<file path="config.mk">
export PLATFORM = sky130hd
export DESIGN_NAME = eoh_prep
export DESIGN_NICKNAME = d
export VERILOG_FILES = /design/src/eoh_pkg.sv /design/src/eoh_prep.sv
export SDC_FILE = /design/constraint.sdc
export NUM_CORES = 1
export LEC_CHECK = 0
export ABC_AREA = 1
export BUFFER_PORTS_ARGS = -buffer_cell sky130_fd_sc_hd__buf_2
export CAP_MARGIN = 20
export CORE_ASPECT_RATIO = 2
export CORE_MARGIN = 2
export CORE_UTILIZATION = 45
export DETAILED_ROUTE_END_ITERATION = 8
export HOLD_SLACK_MARGIN = 0.03
export PLACE_DENSITY = 0.72
export SYNTH_ARGS = -nofsm -noshare
export SYNTH_HDL_FRONTEND = slang
export SYNTH_SLANG_ARGS = --single-unit
</file>
<file path="constraint.sdc">
create_clock -name clk -period 7.63 [get_ports clk]
set_input_delay 1.526 -clock clk [delete_from_list [all_inputs] [get_ports clk]]
set_output_delay 1.526 -clock clk [all_outputs]
set_load 0.02 [all_outputs]
</file>
<file path="src/eoh_pkg.sv">
// Package for the ellipse outline hit test unit.
// Holds the register codes, the configuration record and fixed field widths.
// No dependencies.
package eoh_pkg;

  localparam int COORD_W   = 16;
  localparam int TOL_W     = 8;
  localparam int CFG_IDX_W = 3;
  localparam int EXT_W     = 19;
  localparam int SIDE_W    = 2 * EXT_W + 1 + COORD_W;

  typedef enum logic [CFG_IDX_W-1:0] {
    REG_BOX_LEFT   = 3'd0,
    REG_BOX_TOP    = 3'd1,
    REG_BOX_WIDTH  = 3'd2,
    REG_BOX_HEIGHT = 3'd3,
    REG_HIT_TOL    = 3'd4
  } reg_idx_t;

  typedef struct packed {
    logic [COORD_W-1:0] box_left;
    logic [COORD_W-1:0] box_top;
    logic [COORD_W-1:0] box_width;
    logic [COORD_W-1:0] box_height;
    logic [TOL_W-1:0]   hit_tolerance;
  } cfg_t;

endpackage

</file>
<file path="src/eoh_prep.sv">
// Front stages: doubled offsets of the point from the centre and |w^2 - h^2|.
// Depends on eoh_pkg for widths and the configuration record.
module eoh_prep (
  input  logic                         clk,
  input  logic                         rst_n,
  input  logic                         in_vld,
  input  logic [eoh_pkg::COORD_W-1:0]  point_x,
  input  logic [eoh_pkg::COORD_W-1:0]  point_y,
  input  eoh_pkg::cfg_t                cfg,
  output logic                         out_vld,
  output logic [2*eoh_pkg::COORD_W-1:0] out_diff,
  output logic [eoh_pkg::EXT_W-1:0]    out_ex,
  output logic [eoh_pkg::EXT_W-1:0]    out_ey,
  output logic                         out_wmaj,
  output logic [eoh_pkg::COORD_W-1:0]  out_hmaj
);

  localparam int CW = eoh_pkg::COORD_W;
  localparam int XW = eoh_pkg::EXT_W;

  logic [XW-1:0]   px_e, py_e, lx_e, ty_e, ex_nxt, ey_nxt;

  logic            a_vld_r;
  logic [2*CW-1:0] ww_r, hh_r;
  logic [XW-1:0]   a_ex_r, a_ey_r;
  logic [CW-1:0]   a_hmaj_r;

  logic            b_vld_r;
  logic [2*CW-1:0] diff_r;
  logic [XW-1:0]   b_ex_r, b_ey_r;
  logic            b_wmaj_r;
  logic [CW-1:0]   b_hmaj_r;

  always_comb begin
    px_e   = {{(XW-CW){point_x[CW-1]}}, point_x};
    py_e   = {{(XW-CW){point_y[CW-1]}}, point_y};
    lx_e   = {{(XW-CW){cfg.box_left[CW-1]}}, cfg.box_left};
    ty_e   = {{(XW-CW){cfg.box_top[CW-1]}}, cfg.box_top};
    ex_nxt = (px_e << 1) - (lx_e << 1) - {{(XW-CW){1'b0}}, cfg.box_width};
    ey_nxt = (py_e << 1) - (ty_e << 1) - {{(XW-CW){1'b0}}, cfg.box_height};
  end

  always_ff @(posedge clk) begin
    if (!rst_n) begin
      a_vld_r <= 1'b0;
      b_vld_r <= 1'b0;
    end else begin
      a_vld_r <= in_vld;
      b_vld_r <= a_vld_r;
    end
  end

  always_ff @(posedge clk) begin
    ww_r     <= cfg.box_width * cfg.box_width;
    hh_r     <= cfg.box_height * cfg.box_height;
    a_ex_r   <= ex_nxt;
    a_ey_r   <= ey_nxt;
    a_hmaj_r <= (cfg.box_width >= cfg.box_height) ? cfg.box_width : cfg.box_height;
    diff_r   <= (ww_r >= hh_r) ? (ww_r - hh_r) : (hh_r - ww_r);
    b_ex_r   <= a_ex_r;
    b_ey_r   <= a_ey_r;
    b_wmaj_r <= (ww_r >= hh_r);
    b_hmaj_r <= a_hmaj_r;
  end

  assign out_vld  = b_vld_r;
  assign out_diff = diff_r;
  assign out_ex   = b_ex_r;
  assign out_ey   = b_ey_r;
  assign out_wmaj = b_wmaj_r;
  assign out_hmaj = b_hmaj_r;

endmodule

</file>
==> flow_summary.yaml <==
sta:
  worstMarginPinSlew_ps: 756
  finClkSkew_ps: 57.8
  fmax_mhz: 152
  slew_headroom_pct: 49.6
  final.min_clock_period_ps: 6560
  setup_viol: 0
  hold_violations: 0
  timing.final.crit_share_pct: 86.0
  rsz0062_at_grt: "false"
  tns_ps: 0
  drv_slew: 0
finish:
  antenna_cells: 0
  layout-drive-gt1-share_pct: 8.01
  fin_area_um2: 29800
  post_layout_nonfiller_instances: 4625
  final_nets: 4612
  area_delta_synth_final_pct: 8.35
setup_path:
  cp_common_cell: "fa_1"
  slowest_stage: "fa_1"
  endpoint_kind: "register"
  slowest_delay_ps: 570
  cp.required_ps: 8070
  critPathMaxFanout: 18
  path_class: "in -> reg"
  worstPathArrival_ps: 7000
  crit_chain: "buf_2 > inv_1 > ha_1 > or2_2 > fa_1 > fa_1 > fa_1 > fa_1 > inv_1 > fa_1 > inv_1 > ha_1 > a21oi_1 > a21boi_0 > o21bai_1 > a21oi_1 > nand2_1 > nand2_1 > nand2_1"
  start_kind: "primary input"
die:
  dieHeight_um: 354
  io_pins: 195
  start_util_pct: 45.3
  die_width_um: 179
  num_rows: 128
  dieArea_um2: 63300
  core_um2: 60700
yosys:
  yosys-top-cells-area: "fa_1, dfxtp_1, ha_1"
  netlist_instances: 3696
  synth_cell_types: 45
  yosysMostFrequentCell: "nand2_1"
  syn_area_per_cell_um2: 7.44
  synth_area_leader_cell: "fa_1"
  synthTopCellsByCount: "nand2_1, inv_1, fa_1"
  syn_nets: 4478
  synth_area_um2: 27500
  synth_enable_flop_cells: 0
  ys_seq_area_share_pct: 14.9
  synth_ff_type: "dfxtp_1"
  ys_ff_latch: 205
  synthArstFlopShare_pct: 0
  synth_top_area_share_pct: 25.9
  yosys_warnings: 0
grt:
  use_met3_pct: 3.20
  grt_overflow: 0
  grtUsageMet1_pct: 24.3
  grt_max_degree: 27
  antenna_found_initial: 0
  grt_pass1_vias: 24700
  use_met2_pct: 47.7
  grt_pass1_wl_um: 123000
  top_usage_layer: "met2"
  track_usage_pct: 25.3
place:
  io_buffer_count: 186
  placedInstanceArea_um2: 29100
  hpwl_um: 66500
  gp_congestion: 1.02
  dp_cells: 4586
hold_path:
  min_path_type: "reg -> reg"
detailed_routing:
  wire_per_inst_um: 16.8
  avgViaCountPerCell: 5.01
  route.vias.total: 23200
  first_pass_iters: 5
  drt-initial-drc-count: 1030
  drcViolationCount: 0
  wl_um: 77700
  antenna_left: 0
clocking:
  ctsHtreeMaxLevel: 1
  clk_pin_slew_ps: 70
  ctsHoldBuffers: 0
  numCtsBuffers: 22
  clock-sinks: 205
  clock_latency_ps: 590
  root_buffer: "clkbuf_16"
  post_cts_buffers: 0
  cts-resized-gates: 0
  cts_tree: "yes"
  clockBufferDepth: 3
outcome:
  status: "finished, final reports clean"
flow_run:
  cap_violations: 0
[cells in the final DEF, fill, tap and decap left out, drive strengths merged, types with 2 or more instances in the layout]
| cell | synthesis | final |
|---|---|---|
| dfxtp | 205 | 205 |
| nand3b | 6 | 6 |
| nor3 | 33 | 33 |
| a21boi | 4 | 4 |
| buf | 24 | 200 |
| or2 | 7 | 7 |
| fa | 356 | 356 |
| ha | 319 | 319 |
| xor2 | 83 | 83 |
| nand2 | 1032 | 1032 |
| inv | 935 | 942 |
| a31o | 3 | 3 |
| nor4 | 2 | 2 |
| clkinvlp | 0 | 2 |
| o21ai | 64 | 64 |
| clkinv | 0 | 6 |
| clkbuf | 66 | 23 |
| a21oi | 144 | 144 |
| nand3 | 126 | 126 |
| o21a | 7 | 7 |
| o21bai | 18 | 18 |
| o211ai | 2 | 2 |
| a21o | 12 | 12 |
| and2 | 5 | 5 |
| nand4 | 43 | 43 |
| nor2 | 161 | 161 |
| xnor2 | 33 | 33 |
| a31oi | 5 | 5 |
[final cells by class]
cell class | count | area, um2
multi-input cells | 2466 | 19500
clock buffers | 23 | 554
flip-flops and latches | 205 | 4100
fillers | 5912 | 30900
clock inverters | 16 | 176
well taps | 780 | 976
inverters | 935 | 3510
repair buffers | 200 | 1040
[through the flow]
| step | worst slack (ps) | hold WS, ps | util, % |
|---|---|---|---|
| 4_1_cts | 1160 | 317 | 49.1 |
| 3_5_place_dp | 583 | 312 | 47.9 |
| 3_3_place_gp | 605 | 311 | 47.9 |
| 2_1_floorplan | 1000 | 310 | - |
| 6_report | 1070 | 318 | 49.1 |
| 5_1_grt | 817 | 326 | 49.1 |
[cells by family (layout without fill, tap and decap cells)]
kind of cell    Yosys count  in the layout  synth area share, %
buf+inv                1025           1174                 14.4
flops                   205            205                 14.9
fa+ha+maj               675            675                 40.4
xor+xnor                116            116                 3.69
compound gates          260            260                 5.44
simple gates           1415           1415                 21.2
[layer usage]
metal  vias to the layer above  share of wire, %
met4                         0               8.9
met2                       686                53
met3                       278               4.7
met1                     11000                33
met5                         -                 0
li1                      11200                 -
[worst paths after layout]
check / start / end / slack [ps] / depth (start not counted)
hold reg to reg: a_hmaj_r[14] / out_hmaj[14] / 320 / 0
setup reg to reg: ww_r[8] / out_diff[5] / 4630 / 12
setup / recovery: cfg[16] / hh_r[30] / 1070 / 19
hold / removal: a_hmaj_r[14] / out_hmaj[14] / 320 / 0
[flip-flops by register name, indices dropped and copies added (netlist names)]
register and cells:
a_hmaj_r 16, a_ey_r 19, hh_r 31, out_wmaj 1, out_vld 1, ww_r 31, out_ex 19, out_ey 19
a_vld_r 1, out_diff 32, out_hmaj 16, a_ex_r 19
[worst max-delay path: cells and delay by family]
family,cells,cell delay (ps)
buffers and inverters,4,810
adders and majority gates,7,3060
and+or+nand+nor,4,490
AOI/OAI and AO/OA,4,1110
Power is not shown: default switching activity piles up to over one toggle a cycle in this logic, so the estimate is an artifact.
