File: src/eoh_isqrt_pipe.sv
// Pipelined integer square root, one result bit per register stage.
// Carries a valid bit and a sideband word alongside the root.
// No package dependencies.
module eoh_isqrt_pipe #(
  parameter int ROOT_W = 24,
  parameter int SIDE_W = 1
) (
  input  logic                  clk,
  input  logic                  rst_n,
  input  logic                  in_vld,
  input  logic [2*ROOT_W-1:0]   in_rad,
  input  logic [SIDE_W-1:0]     in_side,
  output logic                  out_vld,
  output logic [ROOT_W-1:0]     out_root,
  output logic [SIDE_W-1:0]     out_side
);

  logic                vld_r  [ROOT_W];
  logic [2*ROOT_W-1:0] rad_r  [ROOT_W];
  logic [ROOT_W+1:0]   rem_r  [ROOT_W];
  logic [ROOT_W-1:0]   root_r [ROOT_W];
  logic [SIDE_W-1:0]   side_r [ROOT_W];

  logic                pv_vld  [ROOT_W];
  logic [2*ROOT_W-1:0] pv_rad  [ROOT_W];
  logic [ROOT_W+1:0]   pv_rem  [ROOT_W];
  logic [ROOT_W-1:0]   pv_root [ROOT_W];
  logic [SIDE_W-1:0]   pv_side [ROOT_W];

  genvar i;
  generate
    for (i = 0; i < ROOT_W; i++) begin : g_stage
      logic [ROOT_W+1:0] rem_sh;
      logic [ROOT_W+1:0] trial;
      logic              ge;
      logic [ROOT_W+1:0] rem_nxt;
      logic [ROOT_W-1:0] root_nxt;

      if (i == 0) begin : g_first
        assign pv_vld[i]  = in_vld;
        assign pv_rad[i]  = in_rad;
        assign pv_rem[i]  = '0;
        assign pv_root[i] = '0;
        assign pv_side[i] = in_side;
      end else begin : g_next
        assign pv_vld[i]  = vld_r[i-1];
        assign pv_rad[i]  = rad_r[i-1];
        assign pv_rem[i]  = rem_r[i-1];
        assign pv_root[i] = root_r[i-1];
        assign pv_side[i] = side_r[i-1];
      end

      always_comb begin
        rem_sh   = {pv_rem[i][ROOT_W-1:0], pv_rad[i][2*ROOT_W-1 -: 2]};
        trial    = {pv_root[i], 2'b01};
        ge       = (rem_sh >= trial);
        rem_nxt  = ge ? (rem_sh - trial) : rem_sh;
        root_nxt = {pv_root[i][ROOT_W-2:0], ge};
      end

      always_ff @(posedge clk) begin
        if (!rst_n) begin
          vld_r[i] <= 1'b0;
        end else begin
          vld_r[i] <= pv_vld[i];
        end
      end

      always_ff @(posedge clk) begin
        rad_r[i]  <= pv_rad[i] << 2;
        rem_r[i]  <= rem_nxt;
        root_r[i] <= root_nxt;
        side_r[i] <= pv_side[i];
      end
    end
  endgenerate

  assign out_vld  = vld_r[ROOT_W-1];
  assign out_root = root_r[ROOT_W-1];
  assign out_side = side_r[ROOT_W-1];

endmodule

File: config.mk
export PLATFORM = sky130hd
export DESIGN_NAME = eoh_isqrt_pipe
export DESIGN_NICKNAME = d
export VERILOG_FILES = /design/src/eoh_isqrt_pipe.sv
export SDC_FILE = /design/constraint.sdc
export NUM_CORES = 2
export LEC_CHECK = 0
export ABC_CLOCK_PERIOD_IN_PS = 6900
export BUFFER_PORTS_ARGS = -buffer_cell sky130_fd_sc_hd__buf_2
export CAP_MARGIN = 20
export CORE_MARGIN = 1
export CORE_UTILIZATION = 35
export DETAILED_ROUTE_END_ITERATION = 8
export PLACE_DENSITY = 0.53
export SETUP_SLACK_MARGIN = 0.02
export SYNTH_ARGS = -nofsm -noshare
export SYNTH_HDL_FRONTEND = slang
export SYNTH_SLANG_ARGS = --single-unit
File: constraint.sdc
create_clock -name clk -period 6.9 [get_ports clk]
set_input_delay 0.69 -clock clk [delete_from_list [all_inputs] [get_ports clk]]
set_output_delay 0.69 -clock clk [all_outputs]
set_load 0.02 [all_outputs]
==> results.txt <==
* Result of the run: completed
* Yosys warns: 0
- Number of nets in the synthesized netlist: 5337
* Internal power summed over all cells: ~16 mW
- Max clock buf depth: 3
* Post-Route Skew: 0.03918 ns
* Post-Syn Area per Cell: 10.33 sq um
- Remaining antenna violation count after routing: 0
- In the finished design, the share of the clock period the worst path needs comes to 53.40%.
* Number of library cell types mapped by synthesis: 96
- GRT met3 Usage: 2.605%
- Global-route wire length before repair: 167700 um
* Overall die area: 148000 sq um
- Traced cell by cell, the critical path runs through inv_1 -> ha_1 -> a21o_1 -> a31oi_1 -> a21oi_1 -> a211oi_2 -> nor4_1 -> or3_1 -> a221oi_4 -> buf_4 -> mux2_2.
- Compared with the post-synthesis result, the final layout area differs by 16.02%.
* Routing usage on met1: a little under a fifth
- Global placement routability congestion: around 0.84
- Sequential elements use 55.54% of the synthesized area.
* Critical Path Start Type: register
- Share of power burned in the clock network: 36.1%
* Detailed placement HPWL: 76860 um
* Layout cells sized above 1: between 8 and 9%
- Clock-pin slew was measured on the worst setup and hold paths at 0.06 ns.
* Number of detailed-route iterations in the first pass: 7
- Proportion of power drawn by combinational gates: 17.5%
* Number of sinks handled by clock tree synthesis: between 1000 and 1500
* Maximum achievable frequency: 271.4 MHz
- Routed wire length: between 100000 and 150000 um
- Category of the most critical setup path: register to register
* Count of final max-slew check failures: 0
- At the later pin of the worst-skew pair, clock insertion delay measures slightly below 0.8 ns.
* Grt ovf: 0
* Inserted Clock Buffers: ~150
* Switching power summed over all nets: 6.457 mW
- Core Area: 145600 sq um
* Vias after detailed routing: 33517
* Hold Path Class: input port to register
- Synthesis inferred 1422 register bits.
* Via count of the first global-routing pass: 32558
- Of all cell types, the one taking the most synthesized area is dfxtp_1.
- Post-route design area: 59460 sq um
- Largest net degree at the start of global routing: 46
* Slew at the pin closest to its max-slew limit: between 1 and 1.5 ns
* Worst EP arrival: 4.34 ns
- Proportion of total power due to net switching: 28.40%
* Overall die width: between 300 and 400 um
- Level count of the clock H-tree: 4
- Most used standard cell by instance count after synthesis: dfxtp_1
- Measured along the y axis, the die boundary spans 384.7 um.
- Wire length per cell after detailed routing: 14.25 um
- The number of buffers and inverters on the critical path is 2.
- In the synthesized netlist the dominant register cell turns out to be dfxtp_1.
* Initial antenna violation count: 1
- In this run, the number of DRC markers left after iteration 0 of detailed routing was 1705.
- For met2 alone, demand over resource in global routing was 21.73%.
* Crit-path leading delay family: compound AO/OA/AOI/OAI gates
* Count of nets after finishing: 5530
- For this design the static power due to leakage is 27.47 nW.
- CTS tree: yes
* Setup repair after global routing missed its margin: false
* Number of hold violations in the final report: 0
- Sorting the synthesized cells by area gives the leading types as dfxtp_1 56%, ha_1 7.9%, xnor2_1 3.6%, xor2_1 3.6%, inv_1 2.9%.
- For this configuration, the core starts out at a cell density of 35.21%.
- In this run, synthesis inferred 0 flip-flops with an integrated enable.
- Number of standard cells after synthesis: 4960
- Kind of capture point of the worst setup path: register
- Peak VDD IR: 0.2208 mV
- Largest stage delay on the critical path: between 0.4 and 0.5 ns
- Worst slew slack as a fraction of its limit: 27.53%
- Final setup violating endpoints: 0
- Post-CTS repair changed the size of 0 cells.
- In this run the core area contains 140 standard-cell rows.
- After synthesis the cells add up to 51250 sq um.
- In this run the cell area measured after placement is between 50000 and 60000 sq um.
- Crit path max-delay cell type: a221oi_4
- Most utilized layer in the global route result: met2
- The top cell type by area accounts for between 50% and 60% of the synthesized area.
- Power comes to 22.73 mW.
- Hold buffer count at CTS: 47
- The root buffer cell chosen for the clock tree is clkbuf_16.
- For this run, asynchronously set or reset flops after synthesis account for 0%.
- Using the TritonRoute via totals, the vias-per-cell ratio works out to 4.662.
- Counting I/O delays and the setup requirement, the final critical path takes 3.685 ns.
- DRC errors left: 0
- After clock tree synthesis, the setup repair step added 0 buffers.
- Final core utilization: 40.85%
- Across the run, the number of max-cap violations was 0.
- In this run the power density over the cells is 382.3 nW/um^2.
* Data required time at the worst endpoint: about 7.6 ns
- I/O pin count: 78
* Leading cell types by count after synthesis: 1422 x dfxtp_1, 394 x inv_1, 325 x ha_1, 316 x nand2_1, 315 x nor2_1
- Across every metal layer, demand over resource in global routing totals 13.91%.
- Port Buffer Count: between 70 and 80
- In the final timing run, aggregate negative setup slack is 0 ns.
- In this run the worst path has a maximum fanout of 18.
* Sequential cell fraction of total power: 46.3%
[stage by stage]
step	cells	hold slack, ns	setup slack, ns
3_3_place_gp	6869	0.3096	3.322
6_report	7189	0.08777	3.215
5_1_grt	7188	0.04885	2.999
3_5_place_dp	6869	0.3121	3.251
4_1_cts	7187	0.01816	3.216
2_1_floorplan	4960	0.3096	3.993
[cell families after synthesis]
group | Yosys count | synth area share, %
flops | 1422 | 55.54
buf+inv | 493 | 3.723
mux | 61 | 1.348
compound gates | 931 | 11.38
fa+ha+maj | 325 | 7.934
simple gates | 1306 | 12.87
other cells | 1 | 0.007317
xor+xnor | 421 | 7.194
[power by group through the flow]
stage | clock [mW] | sequential, mW | combinational [mW]
CTS | 8.52 | 10.6 | 3.99
global route | 8.88 | 10.7 | 4.51
global placement | 0 | 10.7 | 3.91
detailed placement | 0 | 10.7 | 3.95
floorplan | 0 | 10.4 | 3.13
finish | 8.22 | 10.5 | 3.99
[layout by cell type (no fill, tap or decap), types with 27 or more instances in the layout]
master	count
buf_2	77
a31oi_1	29
o31ai_1	27
nand2_1	316
and3_1	33
a21oi_1	290
or3_1	37
dlygate4sd3_1	47
nand3_1	85
nand4_1	57
and2_1	49
xnor2_1	211
nor2_1	315
nor2b_1	37
nor4_1	58
clkbuf_16	153
o21a_1	58
o21ai_0	236
a211oi_1	33
nand2b_1	58
or2_2	27
nor3_1	121
mux2_2	52
ha_1	325
a21o_1	95
inv_1	394
dfxtp_1	1422
xor2_1	210
[worst reg2reg max path: stages (launching register included)]
cell and delay (ns):
dfxtp_1 0.32, inv_1 0.05, ha_1 0.36, a21o_1 0.22
a31oi_1 0.24, a21oi_1 0.14, a211oi_2 0.40, nor4_1 0.12
or3_1 0.45, a221oi_4 0.49, buf_4 0.39, mux2_2 0.40
[cell type report]
cell class | count | area (sq um)
Fill cell | 13991 | 86100
Sequential cell | 1422 | 28470
Multi-Input combinational cell | 3045 | 20930
Clock buffer | 205 | 4284
Tap cell | 1917 | 2399
Inverter | 396 | 1486
Timing Repair Buffer | 137 | 965.9
Clock inverter | 66 | 934.6
Antenna cell | 1 | 2.502
[per-layer routing]
layer	vias to the layer above	wire (um)
met5	-	0
met4	0	2367
met3	164	4231
met2	533	45160
met1	15493	50660
li1	17327	-
[path summary, 6_finish.rpt]
check	startpoint	end	slack [ns]	cells after the start
setup reg to reg	root_r[2][123]$_DFF_P_	rem_r[2][159]$_DFF_P_	3.22	11
hold / removal	in_rad[46]	rem_r[0][0]$_DFF_P_	0.09	2
setup / recovery	root_r[2][123]$_DFF_P_	rem_r[2][159]$_DFF_P_	3.22	11
hold reg to reg	rad_r[1][364]$_DFF_P_	rad_r[2][44]$_DFF_P_	0.32	0
[sequential cells by signal, indices dropped and copies added, names as in the netlist]
name and cells:
rad_r 552, rem_r 522, root_r 300, side_r 24
vld_r 24
Power figures use the tool's default switching activity.
